**src/design/ldss_pkg.sv**
```systemverilog
// shared types, widths and codes of the led driver serial sequencer
// no dependencies; compiled before every other file of the block
package ldss_pkg;

    // item fields
    localparam int OP_W  = 3;
    localparam int CH_W  = 4;
    localparam int VAL_W = 12;

    // channel stores
    localparam int CHANNELS = 16;
    localparam int GS_W     = 12;
    localparam int DC_W     = 6;
    localparam logic [GS_W-1:0] GS_RESET = '0;
    localparam logic [DC_W-1:0] DC_RESET = '1;

    // bit position within a word, grayscale clock counter
    localparam int POS_W     = 4;
    localparam int GS_TICK_W = 12;

    // default number of chained driver chips
    localparam int CHIPS_DEF = 1;

    // operation codes
    localparam logic [OP_W-1:0] OP_TICK     = 3'd0;
    localparam logic [OP_W-1:0] OP_WR_GS    = 3'd1;
    localparam logic [OP_W-1:0] OP_WR_DC    = 3'd2;
    localparam logic [OP_W-1:0] OP_START_DC = 3'd3;
    localparam logic [OP_W-1:0] OP_START_GS = 3'd4;

    // sequencer phases
    localparam int PH_W = 3;
    localparam logic [PH_W-1:0] PH_IDLE     = 3'd0;
    localparam logic [PH_W-1:0] PH_DC_SHIFT = 3'd1;
    localparam logic [PH_W-1:0] PH_DC_LATCH = 3'd2;
    localparam logic [PH_W-1:0] PH_GS_RUN   = 3'd3;
    localparam logic [PH_W-1:0] PH_GS_LATCH = 3'd4;
    localparam logic [PH_W-1:0] PH_GS_EXTRA = 3'd5;

    // one result beat
    typedef struct packed {
        logic serial_data;
        logic shift_clock;
        logic gray_clock;
        logic latch;
        logic blank_level;
        logic program_mode;
        logic dc_source;
        logic busy_res;
    } res_t;

endpackage

```
**src/design/ldss_if.sv**
```systemverilog
// valid/ready channel interfaces for item and result beats
// depends on ldss_pkg for field widths
interface ldss_item_if
    import ldss_pkg::*;
();
    logic             valid;
    logic             ready;
    logic [OP_W-1:0]  operation;
    logic [CH_W-1:0]  channel;
    logic [VAL_W-1:0] value;

    modport source (output valid, output operation, output channel, output value,
                    input ready);
    modport sink   (input valid, input operation, input channel, input value,
                    output ready);
endinterface

interface ldss_res_if;
    logic valid;
    logic ready;
    logic serial_data;
    logic shift_clock;
    logic gray_clock;
    logic latch;
    logic blank_level;
    logic program_mode;
    logic dc_source;
    logic busy_res;

    modport source (output valid, output serial_data, output shift_clock,
                    output gray_clock, output latch, output blank_level,
                    output program_mode, output dc_source, output busy_res,
                    input ready);
    modport sink   (input valid, input serial_data, input shift_clock,
                    input gray_clock, input latch, input blank_level,
                    input program_mode, input dc_source, input busy_res,
                    output ready);
endinterface

```
**src/design/led_driver_serial_sequencer_unit.sv**
```systemverilog
// top level of the led driver serial sequencer: handshake, stores, control
// depends on ldss_pkg, ldss_if, ldss_store and ldss_ctrl
//
//   channel   direction  beat contents
//   items     in         operation, channel, value
//   results   out        serial_data .. busy_res, one beat per item
//
// for each item the accept edge reads the channel stores, and
// the next edge runs the sequencer step on the registered word.
// results sit in an output register; a new item is taken in the cycle
// the previous result is taken. reset clears the stores to their reset
// words through written marks, so there is no clearing pass.
module led_driver_serial_sequencer_unit
    import ldss_pkg::*;
#(
    parameter int CHIPS = CHIPS_DEF
)
(
    input  logic         clk,
    input  logic         rst_n,
    ldss_item_if.sink    items,
    ldss_res_if.source   results
);

    logic            accept;
    logic            pend_reg,      pend_next;
    logic [OP_W-1:0] op_reg,        op_next;
    logic            out_valid_reg, out_valid_next;
    res_t            res_reg;
    res_t            res_step;
    logic [CH_W-1:0] rd_addr;
    logic [GS_W-1:0] gray_word;
    logic [DC_W-1:0] dot_word;
    logic            gray_we;
    logic            dot_we;

    // input handshake: one item in flight, output register free by then
    assign items.ready = !pend_reg && (!out_valid_reg || results.ready);
    assign accept      = items.valid && items.ready;
    assign gray_we     = accept && (items.operation == OP_WR_GS);
    assign dot_we      = accept && (items.operation == OP_WR_DC);

    // channel stores
    ldss_store #(
        .W       (GS_W),
        .RST_VAL (GS_RESET)
    ) u_gray (
        .clk   (clk),
        .rst_n (rst_n),
        .we    (gray_we),
        .waddr (items.channel),
        .wdata (items.value),
        .re    (accept),
        .raddr (rd_addr),
        .rdata (gray_word)
    );

    ldss_store #(
        .W       (DC_W),
        .RST_VAL (DC_RESET)
    ) u_dot (
        .clk   (clk),
        .rst_n (rst_n),
        .we    (dot_we),
        .waddr (items.channel),
        .wdata (items.value[DC_W-1:0]),
        .re    (accept),
        .raddr (rd_addr),
        .rdata (dot_word)
    );

    // sequencer step
    ldss_ctrl #(
        .CHIPS (CHIPS)
    ) u_ctrl (
        .clk       (clk),
        .rst_n     (rst_n),
        .exec      (pend_reg),
        .op        (op_reg),
        .gray_word (gray_word),
        .dot_word  (dot_word),
        .rd_addr   (rd_addr),
        .res       (res_step)
    );

    // pending item and output beat control
    always_comb
    begin
        pend_next      = accept;
        op_next        = accept ? items.operation : op_reg;
        out_valid_next = out_valid_reg;
        if (pend_reg)
        begin
            out_valid_next = 1'b1;
        end
        else if (results.ready)
        begin
            out_valid_next = 1'b0;
        end
    end

    always_ff @(posedge clk or negedge rst_n)
    begin
        if (!rst_n)
        begin
            pend_reg      <= 1'b0;
            op_reg        <= OP_TICK;
            out_valid_reg <= 1'b0;
        end
        else
        begin
            pend_reg      <= pend_next;
            op_reg        <= op_next;
            out_valid_reg <= out_valid_next;
        end
    end

    // result payload register
    always_ff @(posedge clk)
    begin
        if (pend_reg)
        begin
            res_reg <= res_step;
        end
    end

    // output beat
    assign results.valid        = out_valid_reg;
    assign results.serial_data  = res_reg.serial_data;
    assign results.shift_clock  = res_reg.shift_clock;
    assign results.gray_clock   = res_reg.gray_clock;
    assign results.latch        = res_reg.latch;
    assign results.blank_level  = res_reg.blank_level;
    assign results.program_mode = res_reg.program_mode;
    assign results.dc_source    = res_reg.dc_source;
    assign results.busy_res     = res_reg.busy_res;

endmodule

```
**src/design/ldss_store.sv**
```systemverilog
// per-channel word store: synchronous ram with registered read
// entries never written read as the reset word; depends on ldss_pkg
module ldss_store
    import ldss_pkg::*;
#(
    parameter int            W       = GS_W,
    parameter logic [W-1:0]  RST_VAL = '0
)
(
    input  logic            clk,
    input  logic            rst_n,
    input  logic            we,
    input  logic [CH_W-1:0] waddr,
    input  logic [W-1:0]    wdata,
    input  logic            re,
    input  logic [CH_W-1:0] raddr,
    output logic [W-1:0]    rdata
);

    logic [W-1:0]        mem [CHANNELS];
    logic [CHANNELS-1:0] valid_reg;
    logic [W-1:0]        rd_data_reg;
    logic                rd_valid_reg;

    // memory array write and registered read
    always_ff @(posedge clk)
    begin
        if (we)
        begin
            mem[waddr] <= wdata;
        end
        if (re)
        begin
            rd_data_reg <= mem[raddr];
        end
    end

    // written marks, cleared at reset
    always_ff @(posedge clk or negedge rst_n)
    begin
        if (!rst_n)
        begin
            valid_reg    <= '0;
            rd_valid_reg <= 1'b0;
        end
        else
        begin
            if (we)
            begin
                valid_reg[waddr] <= 1'b1;
            end
            if (re)
            begin
                rd_valid_reg <= valid_reg[raddr];
            end
        end
    end

    // unwritten entries give the reset word
    assign rdata = rd_valid_reg ? rd_data_reg : RST_VAL;

endmodule

```
**src/design/ldss_ctrl.sv**
```systemverilog
// sequencer control: phase machine, shift position and pin line levels
// depends on ldss_pkg; word data comes from the two ldss_store instances
module ldss_ctrl
    import ldss_pkg::*;
#(
    parameter int CHIPS = CHIPS_DEF
)
(
    input  logic            clk,
    input  logic            rst_n,
    input  logic            exec,
    input  logic [OP_W-1:0] op,
    input  logic [GS_W-1:0] gray_word,
    input  logic [DC_W-1:0] dot_word,
    output logic [CH_W-1:0] rd_addr,
    output res_t            res
);

    localparam int CHIP_W = (CHIPS > 1) ? $clog2(CHIPS) : 1;
    localparam logic [CHIP_W-1:0] CHIP_LAST = CHIP_W'(CHIPS - 1);

    logic [PH_W-1:0]      phase_reg,  phase_next;
    logic [CH_W-1:0]      ch_reg,     ch_next;
    logic [POS_W-1:0]     pos_reg,    pos_next;
    logic [CHIP_W-1:0]    chip_reg,   chip_next;
    logic                 done_reg,   done_next;
    logic [GS_TICK_W-1:0] tick_reg,   tick_next;
    logic                 first_reg,  first_next;
    logic                 mode_reg,   mode_next;
    logic                 source_reg, source_next;
    logic                 blank_reg,  blank_next;

    logic [POS_W-1:0] pos_top;
    logic             shift_last;

    // next word is read at the current channel position
    assign rd_addr    = ch_reg;
    assign pos_top    = (phase_reg == PH_GS_RUN) ? POS_W'(GS_W - 1) : POS_W'(DC_W - 1);
    assign shift_last = (pos_reg == '0) && (ch_reg == '0) && (chip_reg == CHIP_LAST);

    // step of the sequence for one executed beat
    always_comb
    begin
        phase_next  = phase_reg;
        ch_next     = ch_reg;
        pos_next    = pos_reg;
        chip_next   = chip_reg;
        done_next   = done_reg;
        tick_next   = tick_reg;
        first_next  = first_reg;
        mode_next   = mode_reg;
        source_next = source_reg;
        blank_next  = blank_reg;
        res         = '0;

        if (exec)
        begin
            case (op)
                OP_TICK:
                begin
                    case (phase_reg)
                        PH_DC_SHIFT:
                        begin
                            res.serial_data = dot_word[pos_reg[2:0]];
                            res.shift_clock = 1'b1;
                            if (shift_last)
                            begin
                                phase_next = PH_DC_LATCH;
                            end
                        end
                        PH_DC_LATCH:
                        begin
                            res.latch  = 1'b1;
                            phase_next = PH_IDLE;
                        end
                        PH_GS_RUN:
                        begin
                            if (!done_reg)
                            begin
                                res.serial_data = gray_word[pos_reg];
                                res.shift_clock = 1'b1;
                                done_next       = shift_last;
                            end
                            res.gray_clock = 1'b1;
                            tick_next      = tick_reg + 1'b1;
                            if (tick_reg == '1)
                            begin
                                phase_next = PH_GS_LATCH;
                            end
                        end
                        PH_GS_LATCH:
                        begin
                            blank_next = 1'b1;
                            res.latch  = 1'b1;
                            phase_next = first_reg ? PH_GS_EXTRA : PH_IDLE;
                        end
                        PH_GS_EXTRA:
                        begin
                            res.shift_clock = 1'b1;
                            first_next      = 1'b0;
                            phase_next      = PH_IDLE;
                        end
                        default:
                        begin
                            phase_next = phase_reg;
                        end
                    endcase

                    // walk the bit position after a shift beat, but not after the trailing one
                    if (res.shift_clock && (phase_reg != PH_GS_EXTRA))
                    begin
                        if (pos_reg == '0)
                        begin
                            pos_next = pos_top;
                            ch_next  = ch_reg - 1'b1;
                            if (ch_reg == '0)
                            begin
                                chip_next = chip_reg + 1'b1;
                            end
                        end
                        else
                        begin
                            pos_next = pos_reg - 1'b1;
                        end
                    end
                end
                OP_START_DC:
                begin
                    if (phase_reg == PH_IDLE)
                    begin
                        source_next = 1'b1;
                        mode_next   = 1'b1;
                        ch_next     = '1;
                        pos_next    = POS_W'(DC_W - 1);
                        chip_next   = '0;
                        phase_next  = PH_DC_SHIFT;
                    end
                end
                OP_START_GS:
                begin
                    if (phase_reg == PH_IDLE)
                    begin
                        first_next = mode_reg;
                        mode_next  = 1'b0;
                        blank_next = 1'b0;
                        ch_next    = '1;
                        pos_next   = POS_W'(GS_W - 1);
                        chip_next  = '0;
                        done_next  = 1'b0;
                        tick_next  = '0;
                        phase_next = PH_GS_RUN;
                    end
                end
                default:
                begin
                    phase_next = phase_reg;
                end
            endcase
        end

        res.blank_level  = blank_next;
        res.program_mode = mode_next;
        res.dc_source    = source_next;
        res.busy_res     = (phase_next != PH_IDLE);
    end

    // sequencer state
    always_ff @(posedge clk or negedge rst_n)
    begin
        if (!rst_n)
        begin
            phase_reg  <= PH_IDLE;
            ch_reg     <= '1;
            pos_reg    <= '0;
            chip_reg   <= '0;
            done_reg   <= 1'b0;
            tick_reg   <= '0;
            first_reg  <= 1'b0;
            mode_reg   <= 1'b1;
            source_reg <= 1'b0;
            blank_reg  <= 1'b1;
        end
        else
        begin
            phase_reg  <= phase_next;
            ch_reg     <= ch_next;
            pos_reg    <= pos_next;
            chip_reg   <= chip_next;
            done_reg   <= done_next;
            tick_reg   <= tick_next;
            first_reg  <= first_next;
            mode_reg   <= mode_next;
            source_reg <= source_next;
            blank_reg  <= blank_next;
        end
    end

endmodule

```
**src/flat_wrapper.sv**
```systemverilog
// flat-port wrapper written by rule: the top's interface ports become plain ports
module led_driver_serial_sequencer_unit_flat import ldss_pkg::*;
#(
    parameter int CHIPS = CHIPS_DEF
)
  (clk, rst_n, items_valid, items_operation, items_channel, items_value, items_ready, results_valid, results_serial_data, results_shift_clock, results_gray_clock, results_latch, results_blank_level, results_program_mode, results_dc_source, results_busy_res, results_ready);
  ldss_item_if items_i ();
  ldss_res_if results_i ();
  input  logic clk;
  input  logic rst_n;
  input wire logic [$bits(items_i.valid)-1:0] items_valid;
  input wire logic [$bits(items_i.operation)-1:0] items_operation;
  input wire logic [$bits(items_i.channel)-1:0] items_channel;
  input wire logic [$bits(items_i.value)-1:0] items_value;
  output wire logic [$bits(items_i.ready)-1:0] items_ready;
  output wire logic [$bits(results_i.valid)-1:0] results_valid;
  output wire logic [$bits(results_i.serial_data)-1:0] results_serial_data;
  output wire logic [$bits(results_i.shift_clock)-1:0] results_shift_clock;
  output wire logic [$bits(results_i.gray_clock)-1:0] results_gray_clock;
  output wire logic [$bits(results_i.latch)-1:0] results_latch;
  output wire logic [$bits(results_i.blank_level)-1:0] results_blank_level;
  output wire logic [$bits(results_i.program_mode)-1:0] results_program_mode;
  output wire logic [$bits(results_i.dc_source)-1:0] results_dc_source;
  output wire logic [$bits(results_i.busy_res)-1:0] results_busy_res;
  input wire logic [$bits(results_i.ready)-1:0] results_ready;
  assign items_i.valid = items_valid;
  assign items_i.operation = items_operation;
  assign items_i.channel = items_channel;
  assign items_i.value = items_value;
  assign items_ready = items_i.ready;
  assign results_valid = results_i.valid;
  assign results_serial_data = results_i.serial_data;
  assign results_shift_clock = results_i.shift_clock;
  assign results_gray_clock = results_i.gray_clock;
  assign results_latch = results_i.latch;
  assign results_blank_level = results_i.blank_level;
  assign results_program_mode = results_i.program_mode;
  assign results_dc_source = results_i.dc_source;
  assign results_busy_res = results_i.busy_res;
  assign results_i.ready = results_ready;
  led_driver_serial_sequencer_unit #(.CHIPS(CHIPS)) u_core (.clk(clk), .rst_n(rst_n), .items(items_i), .results(results_i));
endmodule
```
**config.mk**
```make
export PLATFORM = sky130hd
export DESIGN_NAME = led_driver_serial_sequencer_unit_flat
export DESIGN_NICKNAME = d
export VERILOG_FILES = /design/src/design/ldss_pkg.sv /design/src/design/ldss_if.sv /design/src/design/led_driver_serial_sequencer_unit.sv /design/src/design/ldss_store.sv /design/src/design/ldss_ctrl.sv /design/src/flat_wrapper.sv
export SDC_FILE = /design/constraint.sdc
export NUM_CORES = 1
export LEC_CHECK = 0
export BUFFER_PORTS_ARGS = -buffer_cell sky130_fd_sc_hd__buf_4
export CAP_MARGIN = 5
export CORE_MARGIN = 3
export CORE_UTILIZATION = 50
export DETAILED_ROUTE_END_ITERATION = 10
export PLACE_DENSITY = 0.66
export RECOVER_POWER = 25
export SYNTH_ARGS = -nofsm -noshare
export SYNTH_HDL_FRONTEND = slang
export SYNTH_SLANG_ARGS = --single-unit
```
**constraint.sdc**
```tcl
create_clock -name clk -period 2.6 [get_ports clk]
set_input_delay 0.52 -clock clk [delete_from_list [all_inputs] [get_ports clk]]
set_output_delay 0.52 -clock clk [all_outputs]
set_load 0.01 [all_outputs]
```
==> Implementation_results.wiki <==
{| class="wikitable"
! Metric !! Value
|-
| Result of the run || finished clean
|-
| Seq/Total Area, Yosys || 0.721
|-
| Die area || 33000 um^2
|-
| Maximum level of the CTS H-tree || 2
|-
| Number of flip-flops and latches in the synthesized netlist || 382
|-
| Reg with most FFs || u_core.u_gray.mem
|-
| Cell-by-cell trace of the critical path || buf_12, mux4_2, mux4_2
|-
| Clk_skew || 0.0157 ns
|-
| Buf+Inv Stages, Crit Path || 1
|-
| Number of global-route vias before repair || 8457
|-
| Fraction of power consumed by the clock network || 0.309
|-
| Wire length of the first global-routing pass || 50.1 mm
|-
| Residual overflow from global routing || 0
|-
| Fraction of the cycle the final worst path needs || 0.881
|-
| Number of nets in the synthesized netlist || 846
|-
| Mean instance size in the synthesized netlist || 18.9 um^2
|-
| Synth warnings || 0
|-
| Main synth FF type || sky130_fd_sc_hd__edfxtp_1
|-
| Number of DRC violations after detailed routing || 0
|-
| Number of max-cap violations || 0
|-
| Count of nets left with antenna violations after detail routing || 0
|-
| Number of endpoints with negative hold slack in the final report || 0
|-
| Cell area after synthesis || around 15000 um^2
|-
| Leakage component of the power || 6.03 nW
|-
| Number of iterations in the first detailed-routing pass || 5
|-
| Count of mapped cells out of synthesis || 818
|-
| CP Data Required Time || between 2 and 3 ns
|-
| Worst setup path category || flop to flop
|-
| Finished Core Util || 0.583
|-
| Number of port buffers || 32
|-
| Placed wire-length estimate after detailed placement || about 20 mm
|-
| TritonCTS sink count || roughly 380
|-
| Peak supply drop || 0.415 mV
|-
| Cell family contributing the most delay on the critical path || multiplexers
|-
| Post-CTS clock slew at the launch and capture registers of the worst setup and hold paths || roughly 0.060 ns
|-
| Resized Gates After CTS || 0
|-
| Final-report setup violation count || 0
|-
| Overall routing resource usage || 0.199
|-
| Clock insertion delay at the later pin of the skew report || 0.52 ns
|-
| Total wire length after detailed routing || 31.9 mm
|-
| Sw Ratio || 0.269
|-
| Initial cell density of the core || 0.514
|-
| Max-slew violation count || 0
|-
| Post-route setup TNS || 0 ns
|-
| Post-synth ARST share || 0.178
|-
| Share of cells above drive strength 1 || 0.272
|-
| Total power density per cell area || approximately 900 nW/um^2
|-
| Worst slew margin || 0.0668
|-
| Power Internal || 11.9 mW
|-
| Worst Path Arrival || 2.53 ns
|-
| Sw power || 4.36 mW
|-
| Largest fanout on the critical path || 35
|-
| ANT cells || 0
|-
| CP most frequent cell || sky130_fd_sc_hd__mux4_2
|-
| TritonCTS clock tree || built
|-
| Die outline height || 182 um
|-
| Average wire per cell in the routed design || 24.4 um
|-
| Cell at the root of the clock tree || sky130_fd_sc_hd__clkbuf_16
|-
| Crit path launch type || flop
|-
| Worst Tran Pin Value || 1.40 ns
|-
| Highest clock rate || 437 MHz
|-
| Sequential group share of total power || 0.456
|-
| Worst path max stage delay || 0.66 ns
|-
| Longest Clk Path Bufs || 3
|-
| Area Growth Syn to Fin || 13.3%
|-
| Count of flip-flops with a built-in enable after synthesis || 314
|-
| IO Count || 33
|-
| Flip-flop count of the largest register, all copies and words added || 192
|-
| Violation count after the first detailed-routing iteration || approximately 750
|-
| Number of unique standard cell types used by synthesis || 62
|-
| Num rows || 63
|-
| Part of the power in combinational logic || 0.235
|-
| Chip Width || about 180 um
|-
| Max stage delay cell, worst path || sky130_fd_sc_hd__dfstp_4
|-
| Core box area || 30000 um^2
|-
| Quantity of hold-fixing buffers added after cts || 0
|-
| Detail-routed via count per cell || 5.97
|-
| Vias after detailed routing || 7822
|-
| Post-CTS setup buffers || 0
|-
| Biggest registers after layout || u_core.u_gray.mem x192, u_core.u_dot.mem x96
|-
| Shortest period the worst path allows || 2.29 ns
|-
| Min Hold Slack || 0.110 ns
|-
| Routability-driven placement congestion ratio || approximately 0.92
|-
| Net count reported at finish || 922
|-
| Clock buffer count from CTS || 39
|-
| Pin count of the biggest net entering global routing || 69
|-
| Worst hold-check path type || primary input to async pin
|-
| RSZ-0062 raised after global routing || false
|-
| Number of antenna violations at the first check in global routing || 0
|-
| Endpoint type of the worst setup path || flop
|}
[synth_stat cells (14+ instances only)]
| master | count | share of area |
|---|---|---|
| sky130_fd_sc_hd__o21ai_0 | 21 | 0.0068 |
| sky130_fd_sc_hd__o21bai_1 | 24 | 0.012 |
| sky130_fd_sc_hd__clkbuf_1 | 18 | 0.0044 |
| sky130_fd_sc_hd__inv_1 | 17 | 0.0041 |
| sky130_fd_sc_hd__nand3_1 | 14 | 0.0045 |
| sky130_fd_sc_hd__nor3_1 | 16 | 0.0052 |
| sky130_fd_sc_hd__a21oi_1 | 15 | 0.0049 |
| sky130_fd_sc_hd__nor2_1 | 52 | 0.013 |
| sky130_fd_sc_hd__mux4_2 | 101 | 0.15 |
| sky130_fd_sc_hd__edfxtp_1 | 314 | 0.61 |
| sky130_fd_sc_hd__nand2_1 | 32 | 0.0078 |
| sky130_fd_sc_hd__dfrtp_1 | 62 | 0.10 |
[through the flow]
stage               worst slack [ns]  power, mW  area, um^2  instances
floorplan                      0.160       10.3       15500        818
global placement               0.313       11.3       16400       1243
detailed placement             0.207       11.3       16400       1243
CTS                            0.286       16.4       17500       1310
global route                   0.168       16.9       17500       1310
finish                         0.309       16.2       17500       1310
[cell families (layout without fill, tap and decap cells)]
logic type,count (synthesis),count (layout),synth area share
buffers and inverters,61,163,0.0183
xor gates and xnor gates,7,7,0.00397
adders and majority gates,5,5,0.00405
muxes,113,113,0.155
AOI/OAI and AO/OA,93,93,0.0427
DFF,382,382,0.721
and+or+nand+nor,157,157,0.0546
[cell type report]
type / instances / area, um^2
clock inverters: 20 / 118
inverters: 17 / 63.8
repair buffers: 79 / 614
well taps: 390 / 488
multi-input cells: 375 / 4050
flip-flops and latches: 382 / 11100
fillers: 2168 / 12500
clock buffers: 47 / 1030
[placed cells by master (no fill, tap or decap), types with 5 or more instances in the layout]
cell,count
sky130_fd_sc_hd__o21ai_0,21
sky130_fd_sc_hd__inv_1,17
sky130_fd_sc_hd__mux4_2,101
sky130_fd_sc_hd__buf_12,5
sky130_fd_sc_hd__clkbuf_1,17
sky130_fd_sc_hd__nand3_1,14
sky130_fd_sc_hd__buf_4,63
sky130_fd_sc_hd__nand2b_1,8
sky130_fd_sc_hd__o21bai_1,24
sky130_fd_sc_hd__clkinv_2,8
sky130_fd_sc_hd__o31ai_1,5
sky130_fd_sc_hd__clkbuf_16,39
sky130_fd_sc_hd__ha_1,5
sky130_fd_sc_hd__a21oi_1,15
sky130_fd_sc_hd__dfrtp_1,62
sky130_fd_sc_hd__mux2i_1,9
sky130_fd_sc_hd__xor2_1,7
sky130_fd_sc_hd__edfxtp_1,314
sky130_fd_sc_hd__nor2_1,52
sky130_fd_sc_hd__nor3_1,12
sky130_fd_sc_hd__nand2_1,32
sky130_fd_sc_hd__clkinv_1,6
[final timing paths]
check                                                       start  slack [ns]  cells after the start                                     end
max                          u_core.u_ctrl.rd_addr[0]$_DFFE_PN1P_        0.31                      3   u_core.u_dot.rd_data_reg[5]$_DFFE_PP_
min                                                         rst_n        0.11                      1   u_core.u_ctrl.tick_reg[2]$_DFFE_PN0P_
max reg2reg                  u_core.u_ctrl.rd_addr[0]$_DFFE_PN1P_        0.31                      3   u_core.u_dot.rd_data_reg[5]$_DFFE_PP_
min reg2reg                u_core.u_gray.valid_reg[0]$_DFFE_PN0P_        0.47                      1  u_core.u_gray.valid_reg[0]$_DFFE_PN0P_
max in group asynchronous                                   rst_n        1.89                      1     u_core.u_ctrl.first_reg$_DFFE_PN0P_
min in group clk                               items_operation[0]        0.26                      3            u_core.op_reg[0]$_DFFE_PN0P_
[worst register-to-register path: stages (launching register included)]
cell	delay [ns]
sky130_fd_sc_hd__dfstp_4	0.66
sky130_fd_sc_hd__buf_12	0.29
sky130_fd_sc_hd__mux4_2	0.59
sky130_fd_sc_hd__mux4_2	0.48
[per-layer routing]
metal | up-vias | global-route usage | routed length [um]
met4 | 0 | 0.0576 | 768
met5 | - | 0 | 0
met2 | 230 | 0.341 | 16400
met1 | 4094 | 0.261 | 12900
li1 | 3442 | - | -
met3 | 56 | 0.0413 | 1850
[power groups by stage]
stage                     sequential, mW  clock [mW]  combinational [mW]
after floorplan                     7.26           0                3.00
after global placement              7.49           0                3.76
after detailed placement            7.51           0                3.84
after CTS                           7.38        5.13                3.88
after global routing                7.43        5.39                4.12
final                               7.39        5.01                3.81
Note: power is estimated with default switching activity, not from simulation.
